===== src/rtl/core/geo_location_spec_parser_assert.svh =====
// Assertion macros used by the parser controller RTL
`ifndef GEO_LOCATION_SPEC_PARSER_ASSERT_SVH
`define GEO_LOCATION_SPEC_PARSER_ASSERT_SVH

// check that cons holds in the same cycle whenever ante holds
`define GLSP_ASSERT_IMPL(label, ante, cons, msg) \
  label: assert property (@(posedge clk) disable iff (!rst_n) (ante) |-> (cons)) \
    else $error(msg);

// check that cons holds in the cycle after ante holds
`define GLSP_ASSERT_NEXT(label, ante, cons, msg) \
  label: assert property (@(posedge clk) disable iff (!rst_n) (ante) |=> (cons)) \
    else $error(msg);

`endif


===== src/rtl/core/glsp_pkg.sv =====
// ----------------------------------------------------------------------------
// glsp_pkg
// Phase codes, error codes and the command and status types shared by the
// location spec parser controller and datapath.
// ----------------------------------------------------------------------------
package glsp_pkg;

  localparam logic [4:0] PH_TOP    = 5'd0;
  localparam logic [4:0] PH_CDIM   = 5'd1;
  localparam logic [4:0] PH_CCOMMA = 5'd2;
  localparam logic [4:0] PH_MINX   = 5'd3;
  localparam logic [4:0] PH_MINY   = 5'd4;
  localparam logic [4:0] PH_MAXX   = 5'd5;
  localparam logic [4:0] PH_MAXY   = 5'd6;
  localparam logic [4:0] PH_PDIM   = 5'd7;
  localparam logic [4:0] PH_PCOMMA = 5'd8;
  localparam logic [4:0] PH_PX     = 5'd9;
  localparam logic [4:0] PH_PY     = 5'd10;
  localparam logic [4:0] PH_RAD    = 5'd11;
  localparam logic [4:0] PH_FLAG   = 5'd14;
  localparam logic [4:0] PH_ASPECT = 5'd15;
  localparam logic [4:0] PH_DONE   = 5'd16;

  localparam logic [4:0] ERR_NONE        = 5'd0;
  localparam logic [4:0] ERR_DUP_CUTOFF  = 5'd1;
  localparam logic [4:0] ERR_COMMA_DIM   = 5'd2;
  localparam logic [4:0] ERR_DIM         = 5'd3;
  localparam logic [4:0] ERR_CLOSE_BOX   = 5'd7;
  localparam logic [4:0] ERR_DUP_POINT   = 5'd8;
  localparam logic [4:0] ERR_CLOSE_ASP   = 5'd14;
  localparam logic [4:0] ERR_CLOSE_FLAG  = 5'd15;
  localparam logic [4:0] ERR_UNEXPECTED  = 5'd16;

  localparam logic [7:0] CH_NUL   = 8'h00;
  localparam logic [7:0] CH_SPACE = 8'h20;
  localparam logic [7:0] CH_LPAR  = 8'h28;
  localparam logic [7:0] CH_RPAR  = 8'h29;
  localparam logic [7:0] CH_COMMA = 8'h2c;
  localparam logic [7:0] CH_MINUS = 8'h2d;
  localparam logic [7:0] CH_ZERO  = 8'h30;
  localparam logic [7:0] CH_TWO   = 8'h32;
  localparam logic [7:0] CH_NINE  = 8'h39;
  localparam logic [7:0] CH_LBRK  = 8'h5b;
  localparam logic [7:0] CH_RBRK  = 8'h5d;

  localparam int DivSteps = 32;

  typedef struct packed {
    logic feed;
    logic feed_zero;
    logic div_load;
    logic div_step;
    logic div_last;
    logic clamp;
    logic clear;
  } glsp_cmd_t;

  typedef struct packed {
    logic need_div;
  } glsp_stat_t;

endpackage


===== src/rtl/core/glsp_ctrl.sv =====
// ----------------------------------------------------------------------------
// glsp_ctrl
// Sequencer: character intake, end of string, divide, clamp, result hold.
// ----------------------------------------------------------------------------
`include "geo_location_spec_parser_assert.svh"

module glsp_ctrl (
  input  logic                clk,
  input  logic                rst_n,
  input  logic                in_valid,
  input  logic                in_last_char,
  output logic                in_stall,
  output logic                out_valid,
  input  logic                out_stall,
  output glsp_pkg::glsp_cmd_t cmd,
  input  glsp_pkg::glsp_stat_t stat
);
  import glsp_pkg::*;

  typedef enum logic [2:0] {
    S_RUN, S_END, S_PREP, S_DIV, S_CLAMP, S_OUT
  } state_t;

  state_t     state_r;
  logic [4:0] cnt_r;

  always_ff @(posedge clk) begin
    if (!rst_n) begin
      state_r <= S_RUN;
      cnt_r   <= '0;
    end else begin
      unique case (state_r)
        S_RUN: if (in_valid && in_last_char) state_r <= S_END;
        S_END: state_r <= S_PREP;
        S_PREP: begin
          cnt_r   <= '0;
          state_r <= stat.need_div ? S_DIV : S_CLAMP;
        end
        S_DIV: begin
          cnt_r <= cnt_r + 5'd1;
          if (cnt_r == 5'(DivSteps - 1)) state_r <= S_CLAMP;
        end
        S_CLAMP: state_r <= S_OUT;
        S_OUT: if (!out_stall) state_r <= S_RUN;
        default: state_r <= S_RUN;
      endcase
    end
  end

  assign in_stall  = (state_r != S_RUN);
  assign out_valid = (state_r == S_OUT);

  always_comb begin
    cmd           = '0;
    cmd.feed      = (state_r == S_RUN) && in_valid;
    cmd.feed_zero = (state_r == S_END);
    cmd.div_load  = (state_r == S_PREP);
    cmd.div_step  = (state_r == S_DIV);
    cmd.div_last  = (state_r == S_DIV) && (cnt_r == 5'(DivSteps - 1));
    cmd.clamp     = (state_r == S_CLAMP);
    cmd.clear     = (state_r == S_OUT) && !out_stall;
  end

  `GLSP_ASSERT_IMPL(a_out_blocks_in, out_valid, in_stall, "input open while result waits")
  `GLSP_ASSERT_NEXT(a_out_once, out_valid && !out_stall, !out_valid, "result repeated")
  `GLSP_ASSERT_NEXT(a_last_ends, cmd.feed && in_last_char, in_stall && !out_valid,
                    "end of string not sequenced")
  `GLSP_ASSERT_IMPL(a_div_quiet, cmd.div_step, !out_valid && in_stall, "divide overlaps io")

endmodule


===== src/rtl/core/glsp_dp.sv =====
// ----------------------------------------------------------------------------
// glsp_dp
// Parse registers, number accumulator, restoring divider and box clamp.
// ----------------------------------------------------------------------------
module glsp_dp #(
  parameter int COORD_BITS = 32
) (
  input  logic                 clk,
  input  logic                 rst_n,
  input  logic [7:0]           in_char_code,
  input  glsp_pkg::glsp_cmd_t  cmd,
  output glsp_pkg::glsp_stat_t stat,
  output logic [4:0]           status,
  output logic signed [31:0]   min_x,
  output logic signed [31:0]   max_x,
  output logic signed [31:0]   min_y,
  output logic signed [31:0]   max_y,
  output logic signed [31:0]   center_x,
  output logic signed [31:0]   center_y,
  output logic [31:0]          radius_out,
  output logic [31:0]          aspect_out,
  output logic                 rank_on_distance,
  output logic                 prune_on_distance
);
  import glsp_pkg::*;

  localparam int SH = 32 - COORD_BITS;
  localparam logic signed [31:0] FULL_MIN = 32'(-(longint'(1) << (COORD_BITS - 1)));
  localparam logic signed [31:0] FULL_MAX = 32'((longint'(1) << (COORD_BITS - 1)) - 1);

  logic [4:0]         ph_r, ph_nxt;
  logic [31:0]        acc_r, acc_nxt;
  logic               neg_r, neg_nxt, fresh_r, fresh_nxt;
  logic               scut_r, scut_nxt, spt_r, spt_nxt;
  logic [4:0]         err_r, err_nxt;
  logic signed [31:0] b0_r, b1_r, b2_r, b3_r, b0_nxt, b1_nxt, b2_nxt, b3_nxt;
  logic [31:0]        px_r, py_r, rad_r, asp_r, px_nxt, py_nxt, rad_nxt, asp_nxt;
  logic               rank_r, prune_r;
  logic [32:0]        rem_r;
  logic [31:0]        q_r, dx_r;
  logic [32:0]        rem_sh, rem_sub;
  logic               q_bit;

  logic [7:0]  ch;
  logic [31:0] val;
  logic        is_digit;

  always_comb begin
    ch       = cmd.feed_zero ? CH_NUL : in_char_code;
    is_digit = (ch >= CH_ZERO) && (ch <= CH_NINE);
    val      = neg_r ? (32'd0 - acc_r) : acc_r;
    ph_nxt   = ph_r;   acc_nxt = acc_r;  neg_nxt = neg_r; fresh_nxt = fresh_r;
    scut_nxt = scut_r; spt_nxt = spt_r;  err_nxt = err_r;
    b0_nxt = b0_r; b1_nxt = b1_r; b2_nxt = b2_r; b3_nxt = b3_r;
    px_nxt = px_r; py_nxt = py_r; rad_nxt = rad_r; asp_nxt = asp_r;
    priority if (ph_r == PH_DONE) begin
    end else if (ph_r == PH_TOP) begin
      priority if (ch == CH_LBRK) begin
        if (scut_r) begin
          err_nxt = ERR_DUP_CUTOFF; ph_nxt = PH_DONE;
        end else begin
          scut_nxt = 1'b1; ph_nxt = PH_CDIM;
        end
      end else if (ch == CH_LPAR) begin
        if (spt_r) begin
          err_nxt = ERR_DUP_POINT; ph_nxt = PH_DONE;
        end else begin
          spt_nxt = 1'b1; ph_nxt = PH_PDIM;
        end
      end else if (ch == CH_SPACE) begin
      end else if (ch == CH_NUL) begin
        ph_nxt = PH_DONE;
      end else begin
        err_nxt = ERR_UNEXPECTED; ph_nxt = PH_DONE;
      end
    end else if (ph_r == PH_CDIM || ph_r == PH_PDIM) begin
      if (ch == CH_TWO) ph_nxt = ph_r + 5'd1;
      else begin
        err_nxt = ERR_DIM; ph_nxt = PH_DONE;
      end
    end else if (ph_r == PH_CCOMMA || ph_r == PH_PCOMMA) begin
      if (ch == CH_COMMA) ph_nxt = ph_r + 5'd1;
      else begin
        err_nxt = ERR_COMMA_DIM; ph_nxt = PH_DONE;
      end
    end else if (fresh_r && ch == CH_MINUS) begin
      neg_nxt = 1'b1; fresh_nxt = 1'b0;
    end else if (is_digit) begin
      fresh_nxt = 1'b0;
      acc_nxt   = (acc_r << 3) + (acc_r << 1) + {24'd0, ch - CH_ZERO};
    end else begin
      unique case (ph_r)
        PH_MINX:   b0_nxt  = val;
        PH_MINY:   b2_nxt  = val;
        PH_MAXX:   b1_nxt  = val;
        PH_MAXY:   b3_nxt  = val;
        PH_PX:     px_nxt  = val;
        PH_PY:     py_nxt  = val;
        PH_RAD:    rad_nxt = val;
        PH_ASPECT: asp_nxt = val;
        default: ;
      endcase
      acc_nxt = '0; neg_nxt = 1'b0; fresh_nxt = 1'b1;
      priority if (ph_r == PH_MAXY) begin
        if (ch == CH_RBRK) ph_nxt = PH_TOP;
        else begin
          err_nxt = ERR_CLOSE_BOX; ph_nxt = PH_DONE;
        end
      end else if (ph_r == PH_FLAG) begin
        if (ch == CH_COMMA) ph_nxt = PH_ASPECT;
        else if (ch == CH_RPAR) ph_nxt = PH_TOP;
        else begin
          err_nxt = ERR_CLOSE_FLAG; ph_nxt = PH_DONE;
        end
      end else if (ph_r == PH_ASPECT) begin
        if (ch == CH_RPAR) ph_nxt = PH_TOP;
        else begin
          err_nxt = ERR_CLOSE_ASP; ph_nxt = PH_DONE;
        end
      end else begin
        if (ch == CH_COMMA) ph_nxt = ph_r + 5'd1;
        else begin
          err_nxt = (ph_r < PH_PDIM) ? ph_r + 5'd1 : ph_r;
          ph_nxt  = PH_DONE;
        end
      end
    end
  end

  assign stat.need_div = (err_r == ERR_NONE) && spt_r && (asp_r != 32'd0) && (rad_r < asp_r);

  always_comb begin
    rem_sh  = {rem_r[31:0], 1'b1};
    rem_sub = rem_sh - {1'b0, asp_r};
    q_bit   = (rem_sh >= {1'b0, asp_r});
  end

  function automatic logic signed [31:0] wrap_cb(input logic [31:0] v);
    return $signed(v << SH) >>> SH;
  endfunction

  logic signed [33:0] ex_lo, ex_hi, ey_lo, ey_hi;
  logic signed [31:0] w_xl, w_xh, w_yl, w_yh;
  logic signed [31:0] c0, c1, c2, c3;
  logic               do_clamp;

  always_comb begin
    ex_lo = 34'(signed'(px_r)) - $signed({2'b00, dx_r});
    ex_hi = 34'(signed'(px_r)) + $signed({2'b00, dx_r});
    ey_lo = 34'(signed'(py_r)) - $signed({2'b00, rad_r});
    ey_hi = 34'(signed'(py_r)) + $signed({2'b00, rad_r});
    w_xl  = wrap_cb(px_r - dx_r);
    w_xh  = wrap_cb(px_r + dx_r);
    w_yl  = wrap_cb(py_r - rad_r);
    w_yh  = wrap_cb(py_r + rad_r);
    do_clamp = (err_r == ERR_NONE) && spt_r;
    c0 = b0_r; c1 = b1_r; c2 = b2_r; c3 = b3_r;
    if (do_clamp) begin
      if (w_xl > b0_r && ex_lo > 34'(b0_r)) c0 = w_xl;
      if (w_xh < b1_r && ex_hi < 34'(b1_r)) c1 = w_xh;
      if (w_yl > b2_r && ey_lo > 34'(b2_r)) c2 = w_yl;
      if (w_yh < b3_r && ey_hi < 34'(b3_r)) c3 = w_yh;
    end
  end

  always_ff @(posedge clk) begin
    if (!rst_n || cmd.clear) begin
      ph_r <= PH_TOP; acc_r <= '0; neg_r <= 1'b0; fresh_r <= 1'b1;
      scut_r <= 1'b0; spt_r <= 1'b0; err_r <= ERR_NONE;
      b0_r <= FULL_MIN; b1_r <= FULL_MAX; b2_r <= FULL_MIN; b3_r <= FULL_MAX;
      px_r <= '0; py_r <= '0; rad_r <= '1; asp_r <= '0;
      rank_r <= 1'b0; prune_r <= 1'b0;
    end else if (cmd.feed || cmd.feed_zero) begin
      ph_r <= ph_nxt; acc_r <= acc_nxt; neg_r <= neg_nxt; fresh_r <= fresh_nxt;
      scut_r <= scut_nxt; spt_r <= spt_nxt; err_r <= err_nxt;
      b0_r <= b0_nxt; b1_r <= b1_nxt; b2_r <= b2_nxt; b3_r <= b3_nxt;
      px_r <= px_nxt; py_r <= py_nxt; rad_r <= rad_nxt; asp_r <= asp_nxt;
    end else if (cmd.clamp) begin
      b0_r <= c0; b1_r <= c1; b2_r <= c2; b3_r <= c3;
      rank_r  <= do_clamp;
      prune_r <= (err_r == ERR_NONE) &&
                 (c0 != FULL_MIN || c1 != FULL_MAX || c2 != FULL_MIN || c3 != FULL_MAX);
    end
  end

  always_ff @(posedge clk) begin
    if (cmd.div_load) begin
      rem_r <= {1'b0, rad_r};
      q_r   <= '0;
      dx_r  <= (asp_r == 32'd0) ? rad_r : 32'hffff_ffff;
    end else if (cmd.div_step) begin
      rem_r <= q_bit ? rem_sub : rem_sh;
      q_r   <= {q_r[30:0], q_bit};
      if (cmd.div_last) dx_r <= {q_r[30:0], q_bit};
    end
  end

  assign status            = err_r;
  assign min_x             = b0_r;
  assign max_x             = b1_r;
  assign min_y             = b2_r;
  assign max_y             = b3_r;
  assign center_x          = px_r;
  assign center_y          = py_r;
  assign radius_out        = rad_r;
  assign aspect_out        = asp_r;
  assign rank_on_distance  = rank_r;
  assign prune_on_distance = prune_r;

endmodule


===== src/rtl/core/geo_location_spec_parser.sv =====
// ----------------------------------------------------------------------------
// geo_location_spec_parser
// Character-serial location spec parser with bounding box output.
// ----------------------------------------------------------------------------
// Input channel: in_valid / in_stall carry one character (in_char_code) per
// item; in_last_char marks the final character of a spec. Characters are
// taken one per cycle while the parser is in its intake phase.
// Output channel: out_valid / out_stall carry one result per spec: status,
// the clamped box, the point, radius, aspect and the rank and prune flags.
// After the last character the parser closes the spec, prepares the x
// half-width, runs a restoring divide when an x aspect needs one (one
// quotient bit per cycle) and clamps the box; out_valid is then raised.
// The result is held while out_stall is high and input stays stalled until
// it is taken; then the parse state clears for the next spec.
// Reset (rst_n low, synchronous) returns the parser to its top-level state
// with the full box range and no result pending.
// ----------------------------------------------------------------------------
module geo_location_spec_parser #(
  parameter int COORD_BITS = 32
) (
  input  logic               clk,
  input  logic               rst_n,
  input  logic               in_valid,
  output logic               in_stall,
  input  logic [7:0]         in_char_code,
  input  logic               in_last_char,
  output logic               out_valid,
  input  logic               out_stall,
  output logic [4:0]         out_status,
  output logic signed [31:0] out_min_x,
  output logic signed [31:0] out_max_x,
  output logic signed [31:0] out_min_y,
  output logic signed [31:0] out_max_y,
  output logic signed [31:0] out_center_x,
  output logic signed [31:0] out_center_y,
  output logic [31:0]        out_radius_out,
  output logic [31:0]        out_aspect_out,
  output logic               out_rank_on_distance,
  output logic               out_prune_on_distance
);
  import glsp_pkg::*;

  glsp_cmd_t  cmd;
  glsp_stat_t stat;

  glsp_ctrl u_ctrl (
    .clk         (clk),
    .rst_n       (rst_n),
    .in_valid    (in_valid),
    .in_last_char(in_last_char),
    .in_stall    (in_stall),
    .out_valid   (out_valid),
    .out_stall   (out_stall),
    .cmd         (cmd),
    .stat        (stat)
  );

  glsp_dp #(.COORD_BITS(COORD_BITS)) u_dp (
    .clk              (clk),
    .rst_n            (rst_n),
    .in_char_code     (in_char_code),
    .cmd              (cmd),
    .stat             (stat),
    .status           (out_status),
    .min_x            (out_min_x),
    .max_x            (out_max_x),
    .min_y            (out_min_y),
    .max_y            (out_max_y),
    .center_x         (out_center_x),
    .center_y         (out_center_y),
    .radius_out       (out_radius_out),
    .aspect_out       (out_aspect_out),
    .rank_on_distance (out_rank_on_distance),
    .prune_on_distance(out_prune_on_distance)
  );

endmodule

===== config.mk =====
export PLATFORM = sky130hd
export DESIGN_NAME = geo_location_spec_parser
export DESIGN_NICKNAME = d
export VERILOG_FILES = /design/src/rtl/core/glsp_pkg.sv /design/src/rtl/core/glsp_ctrl.sv /design/src/rtl/core/glsp_dp.sv /design/src/rtl/core/geo_location_spec_parser.sv
export VERILOG_INCLUDE_DIRS = /design/src /design/src/rtl/core
export SDC_FILE = /design/constraint.sdc
export NUM_CORES = 2
export LEC_CHECK = 0
export BUFFER_PORTS_ARGS = -buffer_cell sky130_fd_sc_hd__clkbuf_2
export CELL_PAD_IN_SITES_DETAIL_PLACEMENT = 2
export CELL_PAD_IN_SITES_GLOBAL_PLACEMENT = 2
export CORE_AREA = 2 2 303 305
export CTS_CLUSTER_SIZE = 40
export DETAILED_ROUTE_END_ITERATION = 6
export DIE_AREA = 0 0 305 307
export PLACE_DENSITY = 0.8
export SLEW_MARGIN = 25
export SYNTH_ARGS = -nofsm -noshare
export SYNTH_HDL_FRONTEND = slang
export SYNTH_SLANG_ARGS = --single-unit

===== constraint.sdc =====
create_clock -name clk -period 7.4 [get_ports clk]
set_clock_uncertainty 0.05 [all_clocks]
set_input_delay 0.74 -clock clk [delete_from_list [all_inputs] [get_ports clk]]
set_output_delay 0.74 -clock clk [all_outputs]
set_load 0.02 [all_outputs]

* Word-level counts from Yosys, hierarchy flattened *
Cells that the tools add are included.

operators by class
  add/sub/neg operators = 15
  multipliers = 0
  divide/modulo/power cells = 0
  magnitude comparators = 13
  eq/ne operators = 59
  shift operators = 0
  multiplexer cells = 104
  bitwise logic cells = 8
  reductions and logical operators = 51

operators by type and width
  kind                     count
  $mux W32                 53
  $mux W5                  40
  $ne A32 B32 Y1 const B   4
  $add A32 B32 Y32         3
  $lt A32 B32 Y1           3
  $sub A32 B32 Y32         3
  $add A32 B33 Y34         2
  $gt A34 B32 Y1           2
  $lt A34 B32 Y1           2
  $sub A32 B33 Y34         2
  $gt A32 B32 Y1           2
  $reduce_and A8 Y1        8
  $eq A8 B6 Y1 const B     6
  $ge A33 B32 Y1           1
  $add A32 B8 Y32          1
  $logic_not A32 Y1        1
  $reduce_bool A32 Y1      1
  $sub A1 B32 Y32 const A  1
  $eq A5 B4 Y1 const B     6
  $ne A2 B2 Y1 const B     11
  $eq A5 B3 Y1 const B     4
  $pmux W3 S6              1
  $eq A8 B7 Y1 const B     2
  $reduce_and A15 Y1       1
  39 further kinds         90

storage, ports and cells
  register bits after elaboration = 407
  latch bits = 0
  memory bits (writable) = 0
  memory bits (read-only) = 0
  output and inout port bits = 265
  logic and storage cells = 272
  memories = 0

* Logic depth before layout (Yosys ltp) *
  depth in word-level cells = 12
  mapped depth = 28
  mapped depth without buffers = 27

* Hierarchy *
A second synthesis with hierarchy kept.

second synthesis, totals
  cell total of the unflattened synthesis = 4133
  area total of the unflattened synthesis = 32778.9 um^2

by module, submodules not included
  module     times used  cells an instance  area an instance (um^2)
  glsp_dp    1           4071               32283.5
  glsp_ctrl  1           62                 495.5

* Worst setup path after synthesis *
OpenSTA, ideal clock, no wires.

  kind = reg-to-reg
  start = register u_dp.rad_r[4], in the netlist u_dp.radius_out[4]
  end = register u_dp.prune_r, in the netlist u_dp.prune_on_distance
  setup time = 134 ps
  arrival time = 6314 ps
  required time = 7216 ps
  setup slack = 902 ps
  cell stages (with the launch flop) = 27
  clock period less this slack = 6498 ps
  cell sequence = dfxtp_1 -> inv_1 -> ha_1 -> buf_2 -> nor3_1 -> o21a_1 -> and3b_1 -> or4_1 -> a2111o_1 -> a211o_1 -> o211ai_1 -> nand3_1 -> a211oi_1 -> ha_1 -> nand4_1 -> nor2_1 -> and2_1 -> a2111o_1 -> or4_1 -> o31ai_1 -> and2_1 -> clkbuf_1 -> a21oi_1 -> a2111oi_4 -> nand4_1 -> nor4_1 -> a211oi_1

on the way
  word-level cells in the longest chain between the ends = 9

ends and longest elaborated chain
  what                                                  RTL line                        source
  from (decl)                                           glsp_dp.sv:37                   logic [31:0] px_r, py_r, rad_r, asp_r, px_nxt, py_nxt, rad_nxt, asp_nxt;
  from (signal assigned)                                glsp_dp.sv:177                  px_r <= px_nxt; py_r <= py_nxt; rad_r <= rad_nxt; asp_r <= asp_nxt;
  $sub A32 B33 Y34 or $sub A32 B32 Y32 (tied branches)  glsp_dp.sv:150, glsp_dp.sv:154
  $gt A34 B32 Y1 or $gt A32 B32 Y1 (tied branches)      glsp_dp.sv:161                  if (w_yl > b2_r && ey_lo > 34'(b2_r)) c2 = w_yl;
  $logic_and A1 B1 Y1                                   glsp_dp.sv:161
  $mux W32                                              glsp_dp.sv:161
  $mux W32                                              glsp_dp.sv:158                  if (do_clamp) begin
  $ne A32 B32 Y1                                        glsp_dp.sv:182                  (c0 != FULL_MIN || c1 != FULL_MAX || c2 != FULL_MIN || c3 != FULL_MAX);
  $logic_or A1 B1 Y1                                    glsp_dp.sv:182
  $logic_or A1 B1 Y1 (*)                                glsp_dp.sv:182
  $logic_and A1 B1 Y1 (*)                               glsp_dp.sv:181                  prune_r <= (err_r == ERR_NONE) &&
  to (signal assigned)                                  glsp_dp.sv:181
  to (decl)                                             glsp_dp.sv:38                   logic rank_r, prune_r;

Mark *: on every way between the ends. The rest lies on a longest branch, timed or not.
A chain may end at the register's enable or synchronous reset.

* Final worst setup path *
  start = register u_dp.rad_r[2], in the netlist u_dp.radius_out[2]
  end = register u_dp.prune_r, in the netlist u_dp.prune_on_distance

The elaborated chain is that of the path after synthesis.

==> out/metrics.yaml <==
core-area_mm2: 0.0907
critPathMaxFanout: 8
grt_first_pass_wirelength_mm: 253
ys_types: 99
fmax_mhz: 142
placed_cells: 5649
synth_adder_area_share_pct: 15.5
synthSimpleGateAreaFrac_pct: 19.3
final_hold_viol_count: 0
layout_min_cycle_time_ns: 7.03
r2r_setup_slack_ns: 0.37
die-area_mm2: 0.0936
grt_pass1_vias: 37075
cp-startpoint: "u_dp.radius_out[2]"
crit_path_end_kind: "flip-flop"
die_w_um: 305
reg2reg_depth: 25
hpwlAfterDp_mm: 136
cts_tree: "done"
port_buffers: 277
via_per_inst: 6.19
drc: 0
hold_path_class: "in2reg"
status: "completed"
whs_ns: 0.401
synth_warnings: 0
num_vias: 35659
synth_xor_area_share_pct: 4.83
clkSinkCount: 407
place_area_mm2: 0.0366
netlist_area_mm2: 0.0332
synthArstFlopShare_pct: 0
synth_nets: 4653
syn_area_per_cell_um2: 7.83
drtIter0Drc: 2721
grt_max_degree: 70
drtAntennaViolNets: 0
max-slew-margin-rel_pct: 20.1
initial_core_util_pct: 36.6
grt_use_total_pct: 36.1
critPathCapture: "u_dp.prune_on_distance"
timing.final.crit_share_pct: 95.0
syn_inst: 4235
clockBufferDepth: 3
finish.utilization_pct: 42.6
gp_congestion: 0.971
p_per_area_mw_per_mm2: 221
crit_path_start_kind: "flip-flop"
wirelength_mm: 174
setup_violations: 0
grtUsageMet3_pct: 6.91
rsz0062_at_grt: "no"
maxCapViolCount: 0
cts_root_buffer: "clkbuf_16"
cts-hold-fix-buffers: 0
cts_buffers: 54
finalInstanceArea_mm2: 0.0386
clk-insertion-delay-late_ns: 0.68
die_h_um: 307
area_growth_syn_to_layout_pct: 16.5
synth_top_family_by_area: "compound AO/OA/AOI/OAI gates"
cp.required_ns: 7.88
fin_tns_setup_ns: 0
final-instance-count-excl-fill: 5760
busiest_layer: "met2"
dr.pass1.iters: 5
grt_util_met1_pct: 45.1
ir_worst_vdd_mv: 0.180
htreeDepth: 2
gr-total-overflow: 0
p_leak_nw: 17.4
slew_viol_final: 0
worstMarginPinSlew_ns: 1.19
reg2reg_to: "u_dp.prune_on_distance"
cp.arrival_ns: 7.51
synth-seq-cells: 407
critical_path_class: "reg2reg"
drive_gt1_share_pct: 13.5
clk_pin_slew_worst_paths_ns: 0.06
r2r_start: "u_dp.radius_out[2]"
nNetsFinal: 4937
synthFlopType: "dfxtp_1"
synth-edff-count: 64
synth-compound-area-share_pct: 26.1
antenna_found_initial: 11
ys_seq_area_share_pct: 26.5
synth.area.mux_share_pct: 1.08
met2_usage_pct: 57.5
ios: 278
avgRoutedWirePerCell_um: 30.3
rows: 111
worst min-delay path by stage:
stage | from | slack [ns] | endpoint | depth (start not counted)
floorplan | u_dp.q_r[30] | 0.37 | u_dp.q_r[30] | 2
global placement | u_dp.q_r[30] | 0.37 | u_dp.q_r[30] | 2
detailed placement | u_dp.q_r[30] | 0.39 | u_dp.q_r[30] | 2
CTS | rst_n | 0.37 | u_ctrl.state_r[0] | 2
global route | rst_n | 0.43 | u_ctrl.state_r[0] | 2
finish | rst_n | 0.40 | u_ctrl.state_r[0] | 2
logic make-up (layout without fill, tap and decap cells):
logic type,Yosys count,count (layout)
compound gates,1288,1288
xor+xnor,183,183
fa+ha+maj,405,405
buf+inv,577,906
flops,407,407
mux,35,35
other cells,0,10
simple gates,1340,1340
critical path, cell delays in order (launching register included):
cell	delay, ns
dfxtp_1	0.44
inv_1	0.07
ha_1	0.38
and2b_1	0.26
o21a_1	0.15
and3b_1	0.23
or4_1	0.53
a2111o_1	0.49
a211o_1	0.35
o211a_1	0.27
nor4_1	0.33
a211oi_2	0.10
buf_4	0.17
ha_1	0.29
nand4_1	0.13
nor2_1	0.10
and2_1	0.15
a2111o_1	0.42
or4_1	0.51
o31ai_1	0.13
and2_4	0.28
nand2_1	0.07
o32ai_1	0.19
or4bb_1	0.44
nor4_1	0.28
a211oi_1	0.08
cells in the mapped netlist (12+ instances only):
library cell | instances | share of area, %
a2111oi_0 | 16 | 0.42
a211o_1 | 14 | 0.37
a211oi_1 | 128 | 2.9
a21o_1 | 77 | 1.7
a21oi_1 | 337 | 5.1
a221o_1 | 21 | 0.63
a221oi_1 | 58 | 1.5
a22oi_1 | 35 | 0.79
a31oi_1 | 35 | 0.66
and2_1 | 21 | 0.40
and3_1 | 16 | 0.30
buf_1 | 18 | 0.20
clkbuf_1 | 174 | 2.0
dfxtp_1 | 343 | 21
edfxtp_1 | 64 | 5.8
ha_1 | 394 | 15
inv_1 | 370 | 4.2
mux2i_1 | 28 | 0.85
nand2_1 | 352 | 4.0
nand2b_1 | 35 | 0.66
nand3_1 | 110 | 1.7
nand3b_1 | 12 | 0.27
nand4_1 | 69 | 1.3
nor2_1 | 413 | 4.7
nor2b_1 | 48 | 0.91
nor3_1 | 96 | 1.4
nor3b_1 | 12 | 0.27
nor4_1 | 41 | 0.77
o211ai_1 | 67 | 1.5
o21a_1 | 30 | 0.68
o21ai_0 | 210 | 3.2
o21bai_1 | 29 | 0.66
o221ai_1 | 39 | 1.0
o22ai_1 | 24 | 0.45
o31a_1 | 14 | 0.37
o31ai_1 | 31 | 0.70
o41ai_1 | 15 | 0.40
or2_2 | 13 | 0.25
or3_1 | 36 | 0.68
or4_1 | 21 | 0.48
xnor2_1 | 124 | 3.3
xor2_1 | 59 | 1.6
stage by stage:
step           power, mW  setup slack [ns]
2_1_floorplan       4.36             0.902
4_1_cts             8.50             0.113
5_1_grt             8.86           0.00594
3_3_place_gp        5.42             0.266
3_5_place_dp        5.50             0.123
6_report            8.54             0.372
cell type report:
cell class	count	area (µm²)
sequential	407	8790
multi-input combinational	3251	22400
inverter	371	1390
clock buffer	74	1590
tap	1186	1480
antenna	10	25.0
timing repair buffer	434	2580
fill	10400	52100
clock inverter	27	368
power breakdown:
part           switching [mW]  leakage, nW  internal, mW  total, mW
sequential              0.279         3.36          2.46       2.74
combinational            1.95         13.1         0.866       2.82
clock                    1.20        0.968          1.78       2.98
total                    3.43         17.4          5.11       8.54
layer usage:
layer	vias up	share of wire, %
met5	-	0.013
met4	4	6.6
met3	385	7.3
met2	1248	45
met1	18006	41
li1	16016	-
what timing repair did:
action	4_1_cts	5_1_grt
setup buffers	0	0
resized for setup	0	13
endpoints found under the setup margin	0	6
layout by cell type (no fill, tap or decap), types with 21 or more instances in the layout:
cell | Yosys | final
o31ai_1 | 31 | 30
nand2_1 | 352 | 352
o21bai_1 | 29 | 29
or3_1 | 36 | 36
o22ai_1 | 24 | 24
a31oi_1 | 35 | 35
a21o_1 | 77 | 77
mux2i_1 | 28 | 28
nand4_1 | 69 | 69
clkbuf_16 | 0 | 56
o21ai_0 | 210 | 206
dfxtp_1 | 343 | 341
a21oi_1 | 337 | 336
o221ai_1 | 39 | 39
a211oi_1 | 128 | 126
a22oi_1 | 35 | 35
nor3_1 | 96 | 96
o211ai_1 | 67 | 67
edfxtp_1 | 64 | 64
nand3_1 | 110 | 109
buf_4 | 2 | 156
o21a_1 | 30 | 28
xor2_1 | 59 | 53
inv_1 | 370 | 369
ha_1 | 394 | 394
or4_1 | 21 | 21
a221oi_1 | 58 | 58
nor2_1 | 413 | 408
clkbuf_2 | 0 | 277
nand2b_1 | 35 | 34
a221o_1 | 21 | 21
xnor2_1 | 124 | 120
nor2b_1 | 48 | 48
nor4_1 | 41 | 40
state kept, by name, indices dropped and copies added (netlist names):
| signal | cells |
|---|---|
| u_ctrl.cnt_r | 5 |
| u_ctrl.state_r | 3 |
| u_dp.acc_r | 32 |
| u_dp.aspect_out | 32 |
| u_dp.center_x | 32 |
| u_dp.center_y | 32 |
| u_dp.dx_r | 32 |
| u_dp.fresh_r | 1 |
| u_dp.max_x | 32 |
| u_dp.max_y | 32 |
| u_dp.min_x | 32 |
| u_dp.min_y | 32 |
| u_dp.neg_r | 1 |
| u_dp.ph_r | 5 |
| u_dp.prune_on_distance | 1 |
| u_dp.q_r | 31 |
| u_dp.radius_out | 32 |
| u_dp.rank_on_distance | 1 |
| u_dp.rem_r | 32 |
| u_dp.scut_r | 1 |
| u_dp.spt_r | 1 |
| u_dp.status | 5 |
Note: power is estimated with default switching activity, not from simulation.
